`src/hdl/led_strip_effect_pixel_color_unit_assert.svh`:
```
// assertion macros for the led strip pixel colour unit
`ifndef LED_STRIP_EFFECT_PIXEL_COLOR_UNIT_ASSERT_SVH
`define LED_STRIP_EFFECT_PIXEL_COLOR_UNIT_ASSERT_SVH

`ifndef SYNTH
`define LSEPC_ASSERT_IMP(name, ante, cons) \
  name: assert property (@(posedge clk) disable iff (rst) (ante) |-> (cons)) \
    else $error("implication check failed");
`define LSEPC_ASSERT_NEXT(name, ante, cons) \
  name: assert property (@(posedge clk) disable iff (rst) (ante) |=> (cons)) \
    else $error("next cycle check failed");
`else
`define LSEPC_ASSERT_IMP(name, ante, cons)
`define LSEPC_ASSERT_NEXT(name, ante, cons)
`endif

`endif

```
`src/hdl/lsepc_pkg.sv`:
```
// shared types, codes and colour and arithmetic functions for the led strip pixel colour unit
package lsepc_pkg;

  typedef enum logic [2:0] {
    EFF_RAINBOW  = 3'd0,
    EFF_CYCLE    = 3'd1,
    EFF_CHASE    = 3'd2,
    EFF_CHASE_RB = 3'd3,
    EFF_WIPE     = 3'd4,
    EFF_BLINK    = 3'd5,
    EFF_GLYPH    = 3'd6
  } effect_t;

  localparam logic [1:0] REG_EFFECT      = 2'd0;
  localparam logic [1:0] REG_PIXEL_COUNT = 2'd1;
  localparam logic [1:0] REG_FORE_COLOR  = 2'd2;
  localparam logic [1:0] REG_BACK_COLOR  = 2'd3;

  localparam logic [4:0] PIXEL_COUNT_RESET = 5'd16;

  typedef enum logic [1:0] {
    SRC_FLAT  = 2'd0,
    SRC_WHEEL = 2'd1,
    SRC_CYCLE = 2'd2
  } color_src_t;

  typedef struct packed {
    logic        valid;
    logic        wr;
    color_src_t  src;
    logic [7:0]  pos;
    logic [23:0] flat;
  } stage_word_t;

  function automatic logic [1:0] mod3(input logic [3:0] v);
    case (v)
      4'd0, 4'd3, 4'd6, 4'd9, 4'd12: mod3 = 2'd0;
      4'd1, 4'd4, 4'd7, 4'd10, 4'd13: mod3 = 2'd1;
      4'd2, 4'd5, 4'd8, 4'd11, 4'd14: mod3 = 2'd2;
      default: mod3 = 2'd0;
    endcase
  endfunction

  function automatic logic [7:0] mod255(input logic [11:0] v);
    logic [8:0] s;
    s = {5'd0, v[11:8]} + {1'b0, v[7:0]};
    mod255 = (s >= 9'd255) ? 8'(s - 9'd255) : s[7:0];
  endfunction

  // three segment ramp, packed green, red, blue
  function automatic logic [23:0] wheel(input logic [7:0] pos);
    logic [7:0] w;
    logic [7:0] wa;
    logic [9:0] t;
    logic [7:0] w3;
    w = ~pos;
    if (w < 8'd85) begin
      wa = w;
    end else if (w < 8'd170) begin
      wa = w - 8'd85;
    end else begin
      wa = w - 8'd170;
    end
    t  = {2'b00, wa} + {1'b0, wa, 1'b0};
    w3 = t[7:0];
    if (w < 8'd85) begin
      wheel = {8'd0, 8'd255 - w3, w3};
    end else if (w < 8'd170) begin
      wheel = {w3, 8'd0, 8'd255 - w3};
    end else begin
      wheel = {8'd255 - w3, w3, 8'd0};
    end
  endfunction

endpackage

```
`src/hdl/lsepc_div.sv`:
```
// two stage restoring divider for the rainbow cycle position p*256/n
module lsepc_div (
  input  logic       clk,
  input  logic [3:0] p,
  input  logic [4:0] n,
  output logic [7:0] quot
);

  logic [4:0] rem1;
  logic [3:0] qhi;
  logic [4:0] n1;

  logic [5:0] ra;
  logic [5:0] ta;
  logic [3:0] qa;
  logic [5:0] rb;
  logic [5:0] tb;
  logic [3:0] qb;

  // upper four quotient bits
  always_comb begin
    ra = {2'b00, p};
    qa = 4'd0;
    for (int i = 0; i < 4; i++) begin
      ta = {ra[4:0], 1'b0};
      if (ta >= {1'b0, n}) begin
        ra = ta - {1'b0, n};
        qa = {qa[2:0], 1'b1};
      end else begin
        ra = ta;
        qa = {qa[2:0], 1'b0};
      end
    end
  end

  always_ff @(posedge clk) begin
    rem1 <= ra[4:0];
    qhi  <= qa;
    n1   <= n;
  end

  // lower four quotient bits
  always_comb begin
    rb = {1'b0, rem1};
    qb = 4'd0;
    for (int i = 0; i < 4; i++) begin
      tb = {rb[4:0], 1'b0};
      if (tb >= {1'b0, n1}) begin
        rb = tb - {1'b0, n1};
        qb = {qb[2:0], 1'b1};
      end else begin
        rb = tb;
        qb = {qb[2:0], 1'b0};
      end
    end
  end

  always_ff @(posedge clk) begin
    quot <= {qhi, qb};
  end

endmodule

```
`src/hdl/lsepc_color.sv`:
```
// last stage: wheel colour lookup, final colour select and output register
module lsepc_color (
  input  logic                      clk,
  input  logic                      rst,
  input  lsepc_pkg::stage_word_t    word,
  input  logic [7:0]                quot,
  output logic                      done,
  output logic [23:0]               pixel_color,
  output logic                      write_pixel
);

  logic [7:0]  pos_sum;
  logic [23:0] pixel_color_next;

  assign pos_sum = word.pos + quot;

  always_comb begin
    case (word.src)
      lsepc_pkg::SRC_WHEEL: pixel_color_next = lsepc_pkg::wheel(word.pos);
      lsepc_pkg::SRC_CYCLE: pixel_color_next = lsepc_pkg::wheel(pos_sum);
      default:              pixel_color_next = word.flat;
    endcase
  end

  always_ff @(posedge clk) begin
    if (rst) begin
      done <= 1'b0;
    end else begin
      done <= word.valid;
    end
  end

  always_ff @(posedge clk) begin
    pixel_color <= pixel_color_next;
    write_pixel <= word.wr;
  end

endmodule

```
`src/hdl/led_strip_effect_pixel_color_unit.sv`:
```
// top level of the led strip pixel colour unit
// One pixel request is taken every clock while busy is low; busy is high only
// during reset and the cycle after. The pipeline has three register stages:
// input decode with the first half of the strip-position divide, effect select
// with the second half of the divide, then the colour wheel and output register.
// A result appears with done high after the request has passed the stage one,
// stage two and output registers, for one cycle only, and the receiver cannot
// stall it. Registers are written through cfg_write, cfg_index and cfg_data
// and must only change while no request is in flight.
`include "led_strip_effect_pixel_color_unit_assert.svh"

module led_strip_effect_pixel_color_unit #(
  parameter int MAX_PIXELS = 16
) (
  input  logic        clk,
  input  logic        rst,
  input  logic        start,
  output logic        busy,
  input  logic [10:0] frame_step,
  input  logic [1:0]  chase_offset,
  input  logic        lit_pass,
  input  logic [3:0]  pixel_index,
  input  logic        glyph_bit,
  output logic        done,
  output logic [23:0] pixel_color,
  output logic        write_pixel,
  input  logic        cfg_write,
  input  logic [1:0]  cfg_index,
  input  logic [23:0] cfg_data
);

  localparam int NCAP = (MAX_PIXELS > 31) ? 31 : MAX_PIXELS;
  localparam logic [4:0] N_CAP = 5'(NCAP);

  lsepc_pkg::effect_t effect;
  logic [4:0]         pixel_count;
  logic [23:0]        fore_color;
  logic [23:0]        back_color;

  logic [4:0] n_eff;
  logic       accept;

  logic        s1_valid;
  logic        s1_in_range;
  logic        s1_chase_hit;
  logic        s1_wipe_hit;
  logic        s1_lit;
  logic        s1_gbit;
  logic [7:0]  s1_step8;
  logic [7:0]  s1_rb_pos;
  logic [11:0] s1_crb_x;

  lsepc_pkg::stage_word_t s2_word;
  lsepc_pkg::stage_word_t s2_word_next;
  logic [7:0]             quot;

  // config registers
  always_ff @(posedge clk) begin
    if (rst) begin
      effect      <= lsepc_pkg::EFF_RAINBOW;
      pixel_count <= lsepc_pkg::PIXEL_COUNT_RESET;
      fore_color  <= 24'd0;
      back_color  <= 24'd0;
    end else if (cfg_write) begin
      case (cfg_index)
        lsepc_pkg::REG_EFFECT:      effect      <= lsepc_pkg::effect_t'(cfg_data[2:0]);
        lsepc_pkg::REG_PIXEL_COUNT: pixel_count <= cfg_data[4:0];
        lsepc_pkg::REG_FORE_COLOR:  fore_color  <= cfg_data;
        lsepc_pkg::REG_BACK_COLOR:  back_color  <= cfg_data;
        default: ;
      endcase
    end
  end

  always_ff @(posedge clk) begin
    busy <= rst;
  end

  assign accept = start && !busy;
  assign n_eff  = (pixel_count > N_CAP) ? N_CAP : pixel_count;

  // stage one: decode the word
  always_ff @(posedge clk) begin
    if (rst) begin
      s1_valid <= 1'b0;
    end else begin
      s1_valid <= accept;
    end
  end

  always_ff @(posedge clk) begin
    s1_in_range  <= {1'b0, pixel_index} < n_eff;
    s1_chase_hit <= lsepc_pkg::mod3(pixel_index) == chase_offset;
    s1_wipe_hit  <= {7'd0, pixel_index} <= frame_step;
    s1_lit       <= lit_pass;
    s1_gbit      <= glyph_bit;
    s1_step8     <= frame_step[7:0];
    s1_rb_pos    <= frame_step[7:0] + {4'd0, pixel_index};
    s1_crb_x     <= {1'b0, frame_step} + {8'd0, pixel_index} - {10'd0, chase_offset};
  end

  lsepc_div u_div (
    .clk  (clk),
    .p    (pixel_index),
    .n    (n_eff),
    .quot (quot)
  );

  // stage two: effect select
  always_comb begin
    s2_word_next.valid = s1_valid;
    s2_word_next.wr    = 1'b0;
    s2_word_next.src   = lsepc_pkg::SRC_FLAT;
    s2_word_next.pos   = 8'd0;
    s2_word_next.flat  = 24'd0;
    if (s1_in_range) begin
      case (effect)
        lsepc_pkg::EFF_RAINBOW: begin
          s2_word_next.wr  = 1'b1;
          s2_word_next.src = lsepc_pkg::SRC_WHEEL;
          s2_word_next.pos = s1_rb_pos;
        end
        lsepc_pkg::EFF_CYCLE: begin
          s2_word_next.wr  = 1'b1;
          s2_word_next.src = lsepc_pkg::SRC_CYCLE;
          s2_word_next.pos = s1_step8;
        end
        lsepc_pkg::EFF_CHASE: begin
          if (s1_chase_hit) begin
            s2_word_next.wr   = 1'b1;
            s2_word_next.flat = s1_lit ? fore_color : 24'd0;
          end
        end
        lsepc_pkg::EFF_CHASE_RB: begin
          if (s1_chase_hit) begin
            s2_word_next.wr = 1'b1;
            if (s1_lit) begin
              s2_word_next.src = lsepc_pkg::SRC_WHEEL;
              s2_word_next.pos = lsepc_pkg::mod255(s1_crb_x);
            end
          end
        end
        lsepc_pkg::EFF_WIPE: begin
          if (s1_wipe_hit) begin
            s2_word_next.wr   = 1'b1;
            s2_word_next.flat = fore_color;
          end
        end
        lsepc_pkg::EFF_BLINK: begin
          s2_word_next.wr   = 1'b1;
          s2_word_next.flat = s1_lit ? fore_color : 24'd0;
        end
        lsepc_pkg::EFF_GLYPH: begin
          s2_word_next.wr   = 1'b1;
          s2_word_next.flat = s1_gbit ? fore_color : back_color;
        end
        default: ;
      endcase
    end
  end

  always_ff @(posedge clk) begin
    if (rst) begin
      s2_word <= '0;
    end else begin
      s2_word <= s2_word_next;
    end
  end

  // stage three: colour and output word
  lsepc_color u_color (
    .clk         (clk),
    .rst         (rst),
    .word        (s2_word),
    .quot        (quot),
    .done        (done),
    .pixel_color (pixel_color),
    .write_pixel (write_pixel)
  );

  `LSEPC_ASSERT_IMP(a_done_latency, done, $past(start && !busy, 3))
  `LSEPC_ASSERT_IMP(a_nowrite_black, done && !write_pixel, pixel_color == 24'd0)
  `LSEPC_ASSERT_IMP(a_busy_after_reset, !$past(rst), !busy)
  `LSEPC_ASSERT_NEXT(a_stage_to_done, s2_word.valid, done)

endmodule
```
`config.mk`:
```
export PLATFORM = sky130hd
export DESIGN_NAME = led_strip_effect_pixel_color_unit
export DESIGN_NICKNAME = d
export VERILOG_FILES = /design/src/hdl/lsepc_pkg.sv /design/src/hdl/lsepc_div.sv /design/src/hdl/lsepc_color.sv /design/src/hdl/led_strip_effect_pixel_color_unit.sv
export VERILOG_INCLUDE_DIRS = /design/src /design/src/hdl
export SDC_FILE = /design/constraint.sdc
export NUM_CORES = 1
export LEC_CHECK = 0
export ABC_AREA = 1
export ABC_CLOCK_PERIOD_IN_PS = 6600
export BUFFER_PORTS_ARGS = -buffer_cell sky130_fd_sc_hd__buf_2
export CORE_AREA = 2 2 154 156
export DETAILED_ROUTE_END_ITERATION = 8
export DIE_AREA = 0 0 156 158
export GPL_ROUTABILITY_DRIVEN = 1
export PLACE_DENSITY = 0.66
export SLEW_MARGIN = 5
export SYNTH_ARGS = -nofsm -noshare
export SYNTH_HDL_FRONTEND = slang
export SYNTH_SLANG_ARGS = --single-unit
```
`constraint.sdc`:
```
create_clock -name clk -period 6.6 [get_ports clk]
set_clock_uncertainty 0.2 [all_clocks]
set_input_delay 0.66 -clock clk [delete_from_list [all_inputs] [get_ports clk]]
set_output_delay 0.66 -clock clk [all_outputs]
set_load 0.02 [all_outputs]
```
== Word level (Yosys, flattened, before mapping) ==
Memories as Yosys holds them, arrays and structs flattened.
Index checks and enable logic that the tools add are counted.

* Flip-flop bits (word level): 175
* Memory bits (read-only): 32
* Output and inout bits: 27
* Word-level logic and storage cells: 129
* Memories: 1

* $add $sub $neg: 21
* Order comparisons: 16
* Equality and inequality tests: 12
* Muxes and demuxes: 39
* Bitwise logic cells: 3
* Reduce and logical (&&, ||, !) cells: 10

{| class="wikitable"
|+ Memory list
! memory !! words !! bits a word !! read ports !! clocked after memory_dff !! wr ports !! line !! source
|-
| (no name shown) || 16 || 2 || 1 || 0 || 0 || lsepc_pkg.sv:36 || <nowiki>case (v)</nowiki>
|}

{| class="wikitable"
|+ Operators with widths
! operator !! number
|-
| 24-bit two-way mux || 8
|-
| 24-bit case mux with 4 select lines || 1
|-
| 8-bit two-way mux || 7
|-
| 24-bit case mux with 2 select lines || 1
|-
| 6-bit by 5-bit >= comparator with 1-bit output || 7
|-
| 5-bit two-way mux || 8
|-
| 5-bit subtractor || 7
|-
| 10-bit case mux with 3 select lines || 1
|-
| 8-bit adder || 3
|-
| 8-bit subtractor, second input constant || 3
|-
| 8-bit by 7-bit < comparator with 1-bit output, second input constant || 2
|-
| 8-bit < comparator, second input constant || 2
|-
| 8-bit inverter || 2
|-
| 8-bit by 7-bit subtractor with 8-bit output, second input constant || 2
|-
| 8-bit subtractor, first input constant || 2
|-
| 11-bit by 4-bit adder with 12-bit output || 1
|-
| 12-bit by 2-bit subtractor with 12-bit output || 1
|-
| 4-bit by 11-bit less-or-equal comparator with 1-bit output || 1
|-
| 11-bit two-way mux || 1
|-
| 1-bit two-way mux || 10
|-
| 4-bit by 8-bit adder with 9-bit output || 1
|-
| 3-bit equality test, second input constant || 3
|-
| 9-bit by 8-bit >= comparator with 1-bit output, second input constant || 1
|-
| 9-bit two-way mux || 1
|-
| 18 further kinds || 25
|}

== Depth between registers and ports, before layout ==
Gate-level depths: netlist (run 1).

* Depth in word-level cells: 11
* Depth in mapped cells: 43

== By module ==
A second synthesis (run 1) with hierarchy kept.

* Cells, all modules: 1,612
* Area total of the unflattened synthesis: 11,618.6 µm²

{| class="wikitable"
|+ By module, submodules not included
! module !! times used !! cells an instance !! area each (µm²) !! sequential area each (µm²)
|-
| led_strip_effect_pixel_color_unit || 1 || 781 || 6,022.0 || 2,542.4
|-
| lsepc_color || 1 || 524 || 3,369.5 || 520.5
|-
| lsepc_div || 1 || 307 || 2,227.1 || 440.4
|}

== Worst setup path after synthesis (run 1) ==
No wires, ideal clock.

* Path kind: reg2reg
* Start point: register pixel_count[1]
* End point: register u_div.rem1[0]
* Library setup time: 119 ps
* Data arrival time: 4,996 ps
* Path slack: 1,285 ps
* Stages on the path, launching flop included: 39
* Path buffers: 0
* Cell sequence: dfxtp_1 > nor3_1 > a21oi_1 > nor2_1 > inv_1 > ha_1 > nand2_1 > nand2_1 > nand2_1 > nand4_4 > nand2_1 > o21ai_1 > ha_1 > a21oi_1 > nand2_1 > nand2_1 > nand2_4 > nor2_8 > (+3 left out) > ha_1 > a21oi_1 > inv_1 > a31oi_1 > inv_1 > a21oi_4 > nand3_4 > nand2_1 > o21ai_2 > ha_1 > a21o_1 > a21oi_1 > inv_1 > nand2_1 > inv_1 > nor2_1 > and2_4 > a21oi_1

* Word-level cells in the longest chain between the ends: 9

{| class="wikitable"
|+ Ends and longest elaborated chain
! what !! line !! source
|-
| from (decl) || led_strip_effect_pixel_color_unit.sv:36 || <nowiki>logic [4:0] pixel_count;</nowiki>
|-
| from (signal assigned) || led_strip_effect_pixel_color_unit.sv:61 || <nowiki>pixel_count <= lsepc_pkg::PIXEL_COUNT_RESET;</nowiki>
|-
| from (signal assigned) || led_strip_effect_pixel_color_unit.sv:67 || <nowiki>lsepc_pkg::REG_PIXEL_COUNT: pixel_count <= cfg_data[4:0];</nowiki>
|-
| 5-bit greater-than comparator (*) || led_strip_effect_pixel_color_unit.sv:80 || <nowiki>assign n_eff = (pixel_count > N_CAP) ? N_CAP : pixel_count;</nowiki>
|-
| 5-bit two-way mux (*) || led_strip_effect_pixel_color_unit.sv:80 ||
|-
| via n_eff[2] || led_strip_effect_pixel_color_unit.sv:40 || <nowiki>logic [4:0] n_eff;</nowiki>
|-
| 5-bit subtractor / 5-bit >= comparator (equally long branches) || lsepc_div.sv:27, lsepc_div.sv:26 ||
|-
| 5-bit two-way mux || lsepc_div.sv:26 || <nowiki>if (ta >= {1'b0, n}) begin</nowiki>
|-
| 5-bit subtractor / 6-bit by 5-bit >= comparator with 1-bit output (equally long branches) || lsepc_div.sv:27, lsepc_div.sv:26 ||
|-
| 5-bit two-way mux || lsepc_div.sv:26 ||
|-
| 5-bit subtractor / 6-bit by 5-bit >= comparator with 1-bit output (equally long branches) || lsepc_div.sv:27, lsepc_div.sv:26 ||
|-
| 5-bit two-way mux || lsepc_div.sv:26 ||
|-
| 6-bit by 5-bit >= comparator with 1-bit output (*) || lsepc_div.sv:26 ||
|-
| to (signal assigned) || lsepc_div.sv:37 || <nowiki>rem1 <= ra[4:0];</nowiki>
|-
| to (decl) || lsepc_div.sv:9 || <nowiki>logic [4:0] rem1;</nowiki>
|}

Mark *: on every way through the listed nets, which the timed path passes. The rest lies on a longest branch.
A chain may end at the register's enable or synchronous reset.

== Final worst setup path (run 1) ==
* Start point: register pixel_count[4]
* End point: register u_div.rem1[3]

* Word-level cells in the longest chain between the ends: 10

{| class="wikitable"
|+ Ends and longest elaborated chain
! what !! line !! source
|-
| 5-bit greater-than comparator (*) || led_strip_effect_pixel_color_unit.sv:80 ||
|-
| 5-bit two-way mux (*) || led_strip_effect_pixel_color_unit.sv:80 ||
|-
| via n_eff[2] || led_strip_effect_pixel_color_unit.sv:40 ||
|-
| 5-bit subtractor / 5-bit >= comparator (equally long branches) || lsepc_div.sv:27, lsepc_div.sv:26 ||
|-
| 5-bit two-way mux || lsepc_div.sv:26 ||
|-
| 5-bit subtractor / 6-bit by 5-bit >= comparator with 1-bit output (equally long branches) || lsepc_div.sv:27, lsepc_div.sv:26 ||
|-
| 5-bit two-way mux || lsepc_div.sv:26 ||
|-
| 5-bit subtractor / 6-bit by 5-bit >= comparator with 1-bit output (equally long branches) || lsepc_div.sv:27, lsepc_div.sv:26 ||
|-
| 5-bit two-way mux || lsepc_div.sv:26 ||
|-
| 6-bit by 5-bit >= comparator with 1-bit output / 5-bit subtractor (equally long branches) || lsepc_div.sv:26, lsepc_div.sv:27 ||
|-
| 5-bit two-way mux (*) || lsepc_div.sv:26 ||
|-
| via u_div.ra[3] || lsepc_div.sv:13 || <nowiki>logic [5:0] ra;</nowiki>
|}

Marked as above.

==> results.py, run 1 <==
metrics = {
    "global_routing": {
        "grt_usage": 0.213,
        "antenna_found_initial": 0,
        "grt_max_degree": 59,
        "grt_pass1_wl_mm": 42.7,
        "grt_pass1_vias": 9099,
        "overflow": 0,
    },
    "routing": {
        "ant_nets": 0,
        "via_per_inst": 5.16,
        "drc": 0,
        "wl_mm": 25.3,
        "routedWlPerCell_um": 13.5,
        "drt_iter0_drc": 504,
        "dr.pass1.iters": 5,
        "num_vias": 9658,
    },
    "placed_design": {
        "dp_hpwl_mm": 18.9,
        "gp_congestion": 0.866,
        "postPlaceCellArea_mm2": 0.0117,
        "numPortBuffers": 75,
    },
    "critical_path": {
        "path_common_cell": "nand2_1",
        "reg2reg_to": "u_div.rem1[3]$_DFF_P_",
        "path_class": "reg2reg",
        "cp-start-kind": "register",
        "rr_worst_depth": 39,
        "r2r-start": "pixel_count[4]$_SDFFE_PP1P_",
        "required_ns": 6.74,
        "endpoint_kind": "register",
        "slowest_delay_ns": 0.44,
        "critPathMaxFanout": 10,
        "critical-path-slowest-cell": "dfxtp_1",
        "r2r_slack_ns": 0.61,
        "arrival_ns": 6.12,
    },
    "min_path": {
        "hold_class": "in2reg",
        "hold_end": "s1_gbit$_DFF_P_",
        "holdPathStages": 1,
        "hold_start": "glyph_bit",
    },
    "cts": {
        "cts_resized": 0,
        "cts_buffers": 17,
        "post_cts_buffers": 0,
        "cts_tree": "done",
        "clkTransAtPathRegs_ns": 0.09,
        "cts-root-buf": "clkbuf_16",
        "cts_buffer_depth": 2,
        "ctsHoldBuffers": 0,
        "cts_sinks": 175,
        "worstSkewPairLatency_ns": 0.44,
        "htree_levels": 4,
    },
    "power_and_ir_drop": {
        "power_density_mw_per_mm2": 473,
        "seqPwrFrac": 0.214,
        "p_sw_frac": 0.481,
        "p_leak_nw": 5.88,
        "power.switching_w": 0.00280,
        "comb_power_share": 0.611,
        "share_clk_of_total_power": 0.175,
        "intPower_w": 0.00302,
        "ir_worst_vdd_v": 0.000353,
    },
    "sta": {
        "max_slew_margin": 0.212,
        "hold_violations": 0,
        "worst_pin_slew_ns": 1.18,
        "period_needed_ns": 5.99,
        "period_share": 0.907,
        "report.final.slew_viol_count": 0,
        "fin_setup_tns_ns": 0,
        "fmax_ghz": 0.167,
        "setup_viol_count_final": 0,
        "rsz0062_at_grt": "no",
    },
    "status": {
        "outcome": "finished, final reports clean",
    },
    "synth": {
        "synth.cell_area_mm2": 0.0111,
        "ys_seq_elements": 175,
        "synth_flop_cell": "dfxtp_1",
        "synth_edf_count": 0,
        "ys_async_sr_fraction": 0,
        "syn_nets": 1700,
        "syn_inst": 1512,
        "yosysWarnings": 0,
        "synth_cell_types": 54,
        "yosysSeqAreaShare": 0.315,
        "avgSynthCellArea_um2": 7.35,
    },
    "cells_and_area": {
        "area_growth_pct": 10.8,
        "final_common_cell": "nand2_1",
        "design_area_mm2": 0.0123,
        "layout.nets": 1757,
        "mostFrequentLayoutCells": "nand2_1 (287), inv_1 (194), dfxtp_1 (175), nor2_1 (154), a21oi_1 (141)",
        "layout-drive-gt1-share": 0.0948,
        "diodes": 0,
    },
    "floorplanning": {
        "start_util": 0.482,
        "die-area_mm2": 0.0246,
        "die-height_um": 158,
        "rows": 56,
        "dieWidth_um": 156,
        "coreArea_mm2": 0.0231,
        "num_io_pins": 76,
    },
    "flow_run": {
        "drv_cap": 0,
    },
}
==> worst max path at each step <==
stage,start,to,slack (ns)
final,pixel_count[4]$_SDFFE_PP1P_,u_div.rem1[3]$_DFF_P_,0.61
after CTS,pixel_count[4]$_SDFFE_PP1P_,u_div.rem1[2]$_DFF_P_,0.64
after global routing,pixel_count[4]$_SDFFE_PP1P_,u_div.rem1[2]$_DFF_P_,0.06
after global placement,pixel_count[4]$_SDFFE_PP1P_,u_div.rem1[2]$_DFF_P_,0.88
after floorplan,pixel_count[1]$_SDFFE_PP0P_,u_div.rem1[0]$_SDFF_PN0_,1.29
after detailed placement,pixel_count[4]$_SDFFE_PP1P_,u_div.rem1[2]$_DFF_P_,0.69
==> per-layer routing <==
metal	up-vias	track usage	routed length (um)
met1	4342	0.269	11600
met5	-	0	0
li1	5079	-	-
met2	194	0.374	12100
met4	0	0.0725	557
met3	43	0.0293	1040
==> per-stage QoR <==
step	cells	utilization	hold slack (ns)	setup slack [ns]	power [W]
floorplan	1512	-	0.110	1.29	0.00409
global placement	1840	0.507	0.111	0.877	0.00469
detailed placement	1840	0.507	0.112	0.689	0.00477
CTS	1872	0.534	0.107	0.636	0.00583
global route	1872	0.534	0.113	0.0650	0.00642
finish	1872	0.534	0.121	0.615	0.00582
==> registers in the layout, indices dropped and copies added, names as in the netlist, 8 cells and up <==
signal               count
fore_color              24
s1_step8                 8
u_div.quot               8
u_color.pixel_color     24
s1_rb_pos                8
back_color              24
s1_crb_x                12
s2_word                 36
==> kinds of logic (layout without fill, tap and decap cells) <==
family	after synthesis	in the layout	synth area share
compound gates	306	306	0.158
xor+xnor	63	63	0.0504
fa+ha+maj	139	139	0.163
buf+inv	244	314	0.0854
flops	175	175	0.315
simple gates	585	585	0.229
==> power by group through the flow <==
stage | registers, W | logic (W) | clock network (W)
after floorplan | 0.00129 | 0.00280 | 0
after global placement | 0.00127 | 0.00342 | 0
after detailed placement | 0.00127 | 0.00350 | 0
after CTS | 0.00125 | 0.00355 | 0.00104
after global routing | 0.00126 | 0.00408 | 0.00108
final | 0.00125 | 0.00355 | 0.00102
==> area by class of cell <==
class                   count  area (um2)
clock inverters            15         185
multi-input cells        1093        6650
repair buffers             81         420
inverters                 201         754
flip-flops and latches    175        3500
well taps                 290         363
clock buffers              17         425
fillers                  2254       10700
==> worst max-delay path: cells and delay by family, from the launching register on <==
kind            cells  cell delay [ns]
fa+ha+maj           4             1.35
compound gates      9             1.32
flops               1             0.44
simple gates       20             1.97
buf+inv             6             0.56
==> synth_stat cells, types with 3 or more instances <==
master	n	area, um2
a31oi_1	21	131
a41oi_1	8	70.1
o211ai_1	10	75.1
nor2_1	154	578
nor3_1	8	40.0
nand4_1	23	144
nand3_2	3	30.0
buf_2	3	15.0
a21o_1	5	37.5
fa_1	9	180
nand2_2	5	31.3
o21ai_0	89	445
clkbuf_1	32	120
nand3_1	85	425
inv_2	6	22.5
nand2_1	287	1080
ha_1	130	1630
o21ai_1	5	25.0
o22ai_1	3	18.8
a21oi_1	141	706
o21ai_2	3	26.3
buf_1	4	15.0
a22o_1	6	52.6
nor3b_1	3	22.5
inv_1	194	728
dfxtp_1	175	3500
xor2_1	46	403
xnor2_1	16	140
nand2_4	4	45.0
Note: power is estimated with default switching activity, not from simulation.
==> run 2, diff against run 1 <==
--- a/config.mk
+++ b/config.mk
@@ -7,13 +7,13 @@
 export NUM_CORES = 1
 export LEC_CHECK = 0
 export ABC_AREA = 1
-export ABC_CLOCK_PERIOD_IN_PS = 6600
+export ABC_CLOCK_PERIOD_IN_PS = 4800
 export BUFFER_PORTS_ARGS = -buffer_cell sky130_fd_sc_hd__buf_2
 export CORE_AREA = 2 2 154 156
 export DETAILED_ROUTE_END_ITERATION = 8
 export DIE_AREA = 0 0 156 158
 export GPL_ROUTABILITY_DRIVEN = 1
-export PLACE_DENSITY = 0.66
+export PLACE_DENSITY = 0.69
 export SLEW_MARGIN = 5
 export SYNTH_ARGS = -nofsm -noshare
 export SYNTH_HDL_FRONTEND = slang
==> constraint.sdc (replaced) <==
create_clock -name clk -period 4.8 [get_ports clk]
set_clock_uncertainty 0.2 [all_clocks]
set_input_delay 0.48 -clock clk [delete_from_list [all_inputs] [get_ports clk]]
set_output_delay 0.48 -clock clk [all_outputs]
set_load 0.02 [all_outputs]
==> run 2 against run 1 <==
The run now ends with negative setup slack left. Via count rose by 6.9%. Core utilization is 6.0 points higher. Design area grew 11%. Count of clock-buffer cells in the layout increased by 1. Global-route usage is 1.2 points higher. Register-to-register slack worse by 0.91 ns. Routed wire length is 7.8% higher. Worst hold slack lost 0.11 ns. Clock power rose by 40%. Critical path type unchanged. Largest power group unchanged.
==> results.py, run 2 (same netlist as run 1, synthesis figures left out) <==
metrics = {
    "floorplanning": {
        "die-area_mm2": 0.0246,
        "num_io_pins": 76,
        "die-height_um": 158,
        "dieWidth_um": 156,
        "coreArea_mm2": 0.0231,
        "rows": 56,
        "start_util": 0.482,
    },
    "cells_and_area": {
        "final_common_cell": "nand2_1",
        "layout.nets": 1889,
        "largest_reg_flops": 36,
        "mostFrequentLayoutCells": "nand2_1 (270), inv_1 (185), dfxtp_1 (169), nor2_1 (152), a21oi_1 (136)",
        "layout-drive-gt1-share": 0.201,
        "fill_cells": 2051,
        "top_register": "s2_word",
        "fin_util": 0.593,
        "diodes": 0,
        "final_cells": 2004,
        "area_growth_pct": 23.2,
    },
    "global_routing": {
        "top_usage_layer": "met2",
        "antenna_found_initial": 0,
        "met3_usage": 0.0274,
        "grt_pass1_vias": 9712,
        "use_met2": 0.403,
        "overflow": 0,
        "grt_pass1_wl_mm": 45.3,
        "grt_usage": 0.225,
        "grtUsageMet1": 0.279,
        "grt_max_degree": 59,
    },
    "power_and_ir_drop": {
        "p_leak_nw": 6.55,
        "power_density_mw_per_mm2": 668,
        "ir_worst_vdd_v": 0.000567,
        "power.total_w": 0.00914,
    },
    "cts": {
        "cts_buffers": 17,
        "cts-root-buf": "clkbuf_16",
        "htree_levels": 4,
        "cts_tree": "done",
        "cts_sinks": 175,
        "clkTransAtPathRegs_ns": 0.07,
        "cts_buffer_depth": 2,
        "worstSkewPairLatency_ns": 0.44,
    },
    "routing": {
        "wl_mm": 27.3,
        "drc": 0,
        "routedWlPerCell_um": 13.6,
        "dr.pass1.iters": 5,
        "num_vias": 10300,
        "drt_iter0_drc": 559,
        "via_per_inst": 5.15,
        "ant_nets": 0,
    },
    "sta": {
        "max_slew_margin": 0.222,
        "report.final.slew_viol_count": 0,
        "setup_slack_ns": -0.290,
        "period_share": 1.06,
        "setup_viol_count_final": 6,
        "fmax_ghz": 0.196,
        "hold_violations": 0,
        "period_needed_ns": 5.09,
        "worst_pin_slew_ns": 1.16,
        "rsz0062_at_grt": "yes",
    },
    "placed_design": {
        "dp_hpwl_mm": 20.0,
        "gp_congestion": 0.874,
        "placed_cells": 1946,
        "numPortBuffers": 75,
    },
    "critical_path": {
        "cp-start-kind": "register",
        "arrival_ns": 5.27,
        "path_common_cell": "nand2_2",
        "slowest_delay_ns": 0.33,
        "path_class": "reg2reg",
        "critPathMaxFanout": 6,
        "critical-path-slowest-cell": "dfxtp_2",
        "r2r_slack_ns": -0.29,
        "required_ns": 4.98,
        "endpoint_kind": "register",
    },
    "status": {
        "failed_checks": "negative setup slack",
        "outcome": "complete, but fails checks",
    },
    "flow_run": {
        "drv_cap": 0,
    },
    "min_path": {
        "hold_class": "in2reg",
    },
}
[run 2: final timing paths]
| check | from | to | cells past startpoint |
|---|---|---|---|
| setup / recovery | pixel_count[1]$_SDFFE_PP0P_ | u_div.rem1[4]$_DFF_P_ | 36 |
| hold / removal | frame_step[4] | s1_step8[4]$_DFF_P_ | 1 |
| setup reg to reg | pixel_count[1]$_SDFFE_PP0P_ | u_div.rem1[4]$_DFF_P_ | 36 |
| hold reg to reg | u_div.qhi[3]$_DFF_P_ | u_div.quot[7]$_DFF_P_ | 0 |
[run 2: power breakdown]
part	switching [W]	internal (W)
logic	0.00343	0.00257
clock network	0.000678	0.000755
registers	0.0000833	0.00163
total	0.00419	0.00496
[run 2: repair_timing]
| item | in CTS | in global routing |
|---|---|---|
| gates resized for setup | 35 | 35 |
| endpoints found under the setup margin | 7 | 12 |
| hold endpoints to repair | 7 | 0 |
| cloned | 0 | 0 |
| hold buffers | 7 | 0 |
| pin swaps | 16 | 15 |
| buffers inserted | 14 | 5 |
[run 2: layer usage]
layer / up-vias / part of all wire
li1: 5343 / -
met1: 4692 / 0.45
met2: 240 / 0.49
met3: 50 / 0.037
met4: 0 / 0.025
met5: - / 0
[run 2: area by class of cell]
class / instances / area (um2) / area share
timing repair buffer: 213 / 1440 / 0.105
sequential: 175 / 3510 / 0.257
clock buffer: 18 / 429 / 0.0314
clock inverter: 14 / 195 / 0.0143
tap: 290 / 363 / 0.0265
inverter: 201 / 757 / 0.0553
multi-input combinational: 1093 / 6990 / 0.511
[run 2: worst max-delay path: cells and delay by family, from the launching register on]
| kind | cells | cell delay [ns] |
|---|---|---|
| AO/OA/AOI/OAI | 9 | 1.40 |
| adder cells (fa/ha/maj) | 4 | 0.92 |
| buffers and inverters | 5 | 0.30 |
| flip-flops | 1 | 0.33 |
| AND/OR/NAND/NOR | 18 | 1.87 |
[run 2: through the flow]
stage	instance area [um2]	setup TNS (ns)	worst slack [ns]	hold WS (ns)
after CTS	13500	-0.604	-0.133	0.00421
final	13700	-1.55	-0.290	0.0143
after global routing	13700	-3.56	-0.557	0.00864
after floorplan	11200	-0.957	-0.178	0.110
after global placement	12600	-0.921	-0.167	0.116
after detailed placement	12600	-2.25	-0.347	0.113
==> run 3, diff against run 2 <==
--- a/config.mk
+++ b/config.mk
@@ -9,11 +9,10 @@
 export ABC_AREA = 1
 export ABC_CLOCK_PERIOD_IN_PS = 4800
 export BUFFER_PORTS_ARGS = -buffer_cell sky130_fd_sc_hd__buf_2
-export CORE_AREA = 2 2 154 156
+export CORE_AREA = 2 2 214 216
 export DETAILED_ROUTE_END_ITERATION = 8
-export DIE_AREA = 0 0 156 158
-export GPL_ROUTABILITY_DRIVEN = 1
-export PLACE_DENSITY = 0.69
+export DIE_AREA = 0 0 216 218
+export GPL_ROUTABILITY_DRIVEN = 0
 export SLEW_MARGIN = 5
 export SYNTH_ARGS = -nofsm -noshare
 export SYNTH_HDL_FRONTEND = slang
==> run 3 against run 2 <==
Register-to-register slack is essentially flat. Clock power barely moved. Critical path depth increased by 7. Setup slack got worse by 0.014 ns. Die area up 91%. Design area up 5.6%. The flow still finishes with violations (negative setup slack). Critical path type unchanged. Sequential power about the same. Via count increased by 2.3%.
==> results.py, run 3 (same netlist as run 1, synthesis figures left out) <==
metrics = {
    "placed_design": {
        "dp_hpwl_mm": 23.2,
        "postPlaceCellArea_mm2": 0.0130,
        "pre_cts_ws_ns": -0.363,
        "numPortBuffers": 75,
        "placed_cells": 2257,
    },
    "global_routing": {
        "grt_pass1_wl_mm": 49.8,
        "grt_pass1_vias": 9990,
        "overflow": 0,
        "grt_max_degree": 58,
        "grt_usage": 0.130,
        "antenna_found_initial": 0,
    },
    "flow_run": {
        "drv_cap": 0,
    },
    "critical_path": {
        "arrival_ns": 5.29,
        "r2r-start": "pixel_count[1]$_SDFFE_PP0P_",
        "rr_worst_depth": 43,
        "crit_end": "u_div.rem1[3]$_DFF_P_",
        "path_class": "reg2reg",
        "required_ns": 4.99,
        "endpoint_kind": "register",
        "r2r_slack_ns": -0.30,
        "cp-startpoint": "pixel_count[1]$_SDFFE_PP0P_",
        "path_common_cell": "buf_4",
        "cp-start-kind": "register",
        "slowest_delay_ns": 0.33,
        "critical-path-slowest-cell": "dfxtp_2",
        "reg2reg_to": "u_div.rem1[3]$_DFF_P_",
        "critPathMaxFanout": 7,
    },
    "power_and_ir_drop": {
        "ir_worst_vdd_v": 0.000543,
        "p_leak_nw": 6.66,
        "power_density_mw_per_mm2": 646,
    },
    "floorplanning": {
        "coreArea_mm2": 0.0449,
        "die-area_mm2": 0.0471,
        "dieWidth_um": 216,
        "num_io_pins": 76,
        "rows": 78,
        "die-height_um": 218,
        "start_util": 0.247,
    },
    "sta": {
        "setup_viol_count_final": 6,
        "period_share": 1.06,
        "report.final.slew_viol_count": 0,
        "setup_slack_ns": -0.305,
        "period_needed_ns": 5.10,
        "worst_pin_slew_ns": 1.18,
        "rsz0062_at_grt": "yes",
        "hold_ws_ns": 0.0413,
        "fmax_ghz": 0.196,
        "max_slew_margin": 0.213,
        "hold_violations": 0,
    },
    "cts": {
        "clkTransAtPathRegs_ns": 0.06,
        "cts-root-buf": "clkbuf_16",
        "htree_levels": 4,
        "worstSkewPairLatency_ns": 0.45,
        "cts_sinks": 175,
        "cts_buffer_depth": 2,
        "cts_buffers": 17,
        "cts_tree": "done",
    },
    "routing": {
        "num_vias": 10600,
        "ant_nets": 0,
        "via_per_inst": 4.54,
        "drt_iter0_drc": 537,
        "routedWlPerCell_um": 13.3,
        "dr.pass1.iters": 5,
        "wl_mm": 31.0,
        "drc": 0,
    },
    "status": {
        "outcome": "complete, but fails checks",
        "failed_checks": "negative setup slack",
    },
    "cells_and_area": {
        "final_common_cell": "nand2_1",
        "layout-drive-gt1-share": 0.231,
        "layout.nets": 1904,
        "design_area_mm2": 0.0144,
        "final_cells": 2328,
        "top_register": "s2_word",
        "largest_reg_flops": 36,
        "fin_util": 0.322,
        "area_growth_pct": 30.0,
        "mostFrequentLayoutCells": "nand2_1 (257), inv_1 (184), dfxtp_1 (169), nor2_1 (147), buf_4 (140)",
        "diodes": 0,
    },
    "min_path": {
        "hold_class": "in2reg",
    },
}
[run 3: cell types whose count changed in the layout (fill, tap and decap cells not counted), moves of 4 or more]
cell / delta
nand2_2: +11
buf_4: +11
nand2_1: -13
clkinv_8: -6
clkbuf_8: +4
ha_1: -11
ha_2: +4
nor2_1: -5
ha_4: +7
nor2_2: +4
[run 3: how the worst min path moves through the flow]
stage	end	from	slack (ns)	depth (start not counted)
6_report	s1_step8[6]$_DFF_P_	frame_step[6]	0.04	1
5_1_grt	s1_step8[6]$_DFF_P_	frame_step[6]	0.02	1
3_5_place_dp	u_color.write_pixel$_DFF_P_	s2_word[34]$_SDFF_PP0_	0.14	0
4_1_cts	s1_step8[6]$_DFF_P_	frame_step[6]	0.003	1
3_3_place_gp	u_color.write_pixel$_DFF_P_	s2_word[34]$_SDFF_PP0_	0.14	0
2_1_floorplan	u_color.write_pixel$_DFF_P_	s2_word[34]$_SDFF_PP0_	0.11	0
[run 3: area by class of cell]
cell class / count / area (um2)
Sequential cell: 175 / 3510
Fill cell: 4812 / 30500
Tap cell: 600 / 751
Clock inverter: 9 / 123
Inverter: 201 / 764
Clock buffer: 22 / 484
Timing Repair Buffer: 228 / 1560
Multi-Input combinational cell: 1093 / 7240
[run 3: critical path: cells and delay by family, from the launching register on]
kind / cells / cell delay [ns]
adders and majority gates: 3 / 0.70
AOI/OAI and AO/OA: 1 / 0.09
and+or+nand+nor: 23 / 1.99
DFF: 1 / 0.33
buffers and inverters: 16 / 1.74
[run 3: layer usage]
metal | GRT usage | part of all wire | up-vias
li1 | - | - | 5374
met1 | 0.169 | 0.47 | 4918
met2 | 0.218 | 0.47 | 223
met3 | 0.0234 | 0.042 | 46
met4 | 0.0395 | 0.021 | 0
met5 | 0 | 0 | -
[run 3: through the flow]
stage	TNS, ns	total power [W]
floorplan	-0.957	0.00564
global placement	-1.18	0.00703
detailed placement	-2.19	0.00716
CTS	-1.25	0.00882
global route	-3.73	0.0102
finish	-1.57	0.00933
[run 3: power by group]
group	leakage [nW]	internal, W	switching (W)	total (W)
registers	1.45	0.00163	0.000102	0.00173
clock network	0.296	0.000829	0.000607	0.00144
logic	4.92	0.00263	0.00353	0.00616
[run 3: repair_timing]
action / CTS / global route
pin swaps: 19 / 43
hold buffers: 9 / 0
endpoints found under the hold margin: 11 / 0
buffers inserted: 20 / 11
setup endpoints to repair: 8 / 13
gates resized for setup: 24 / 102
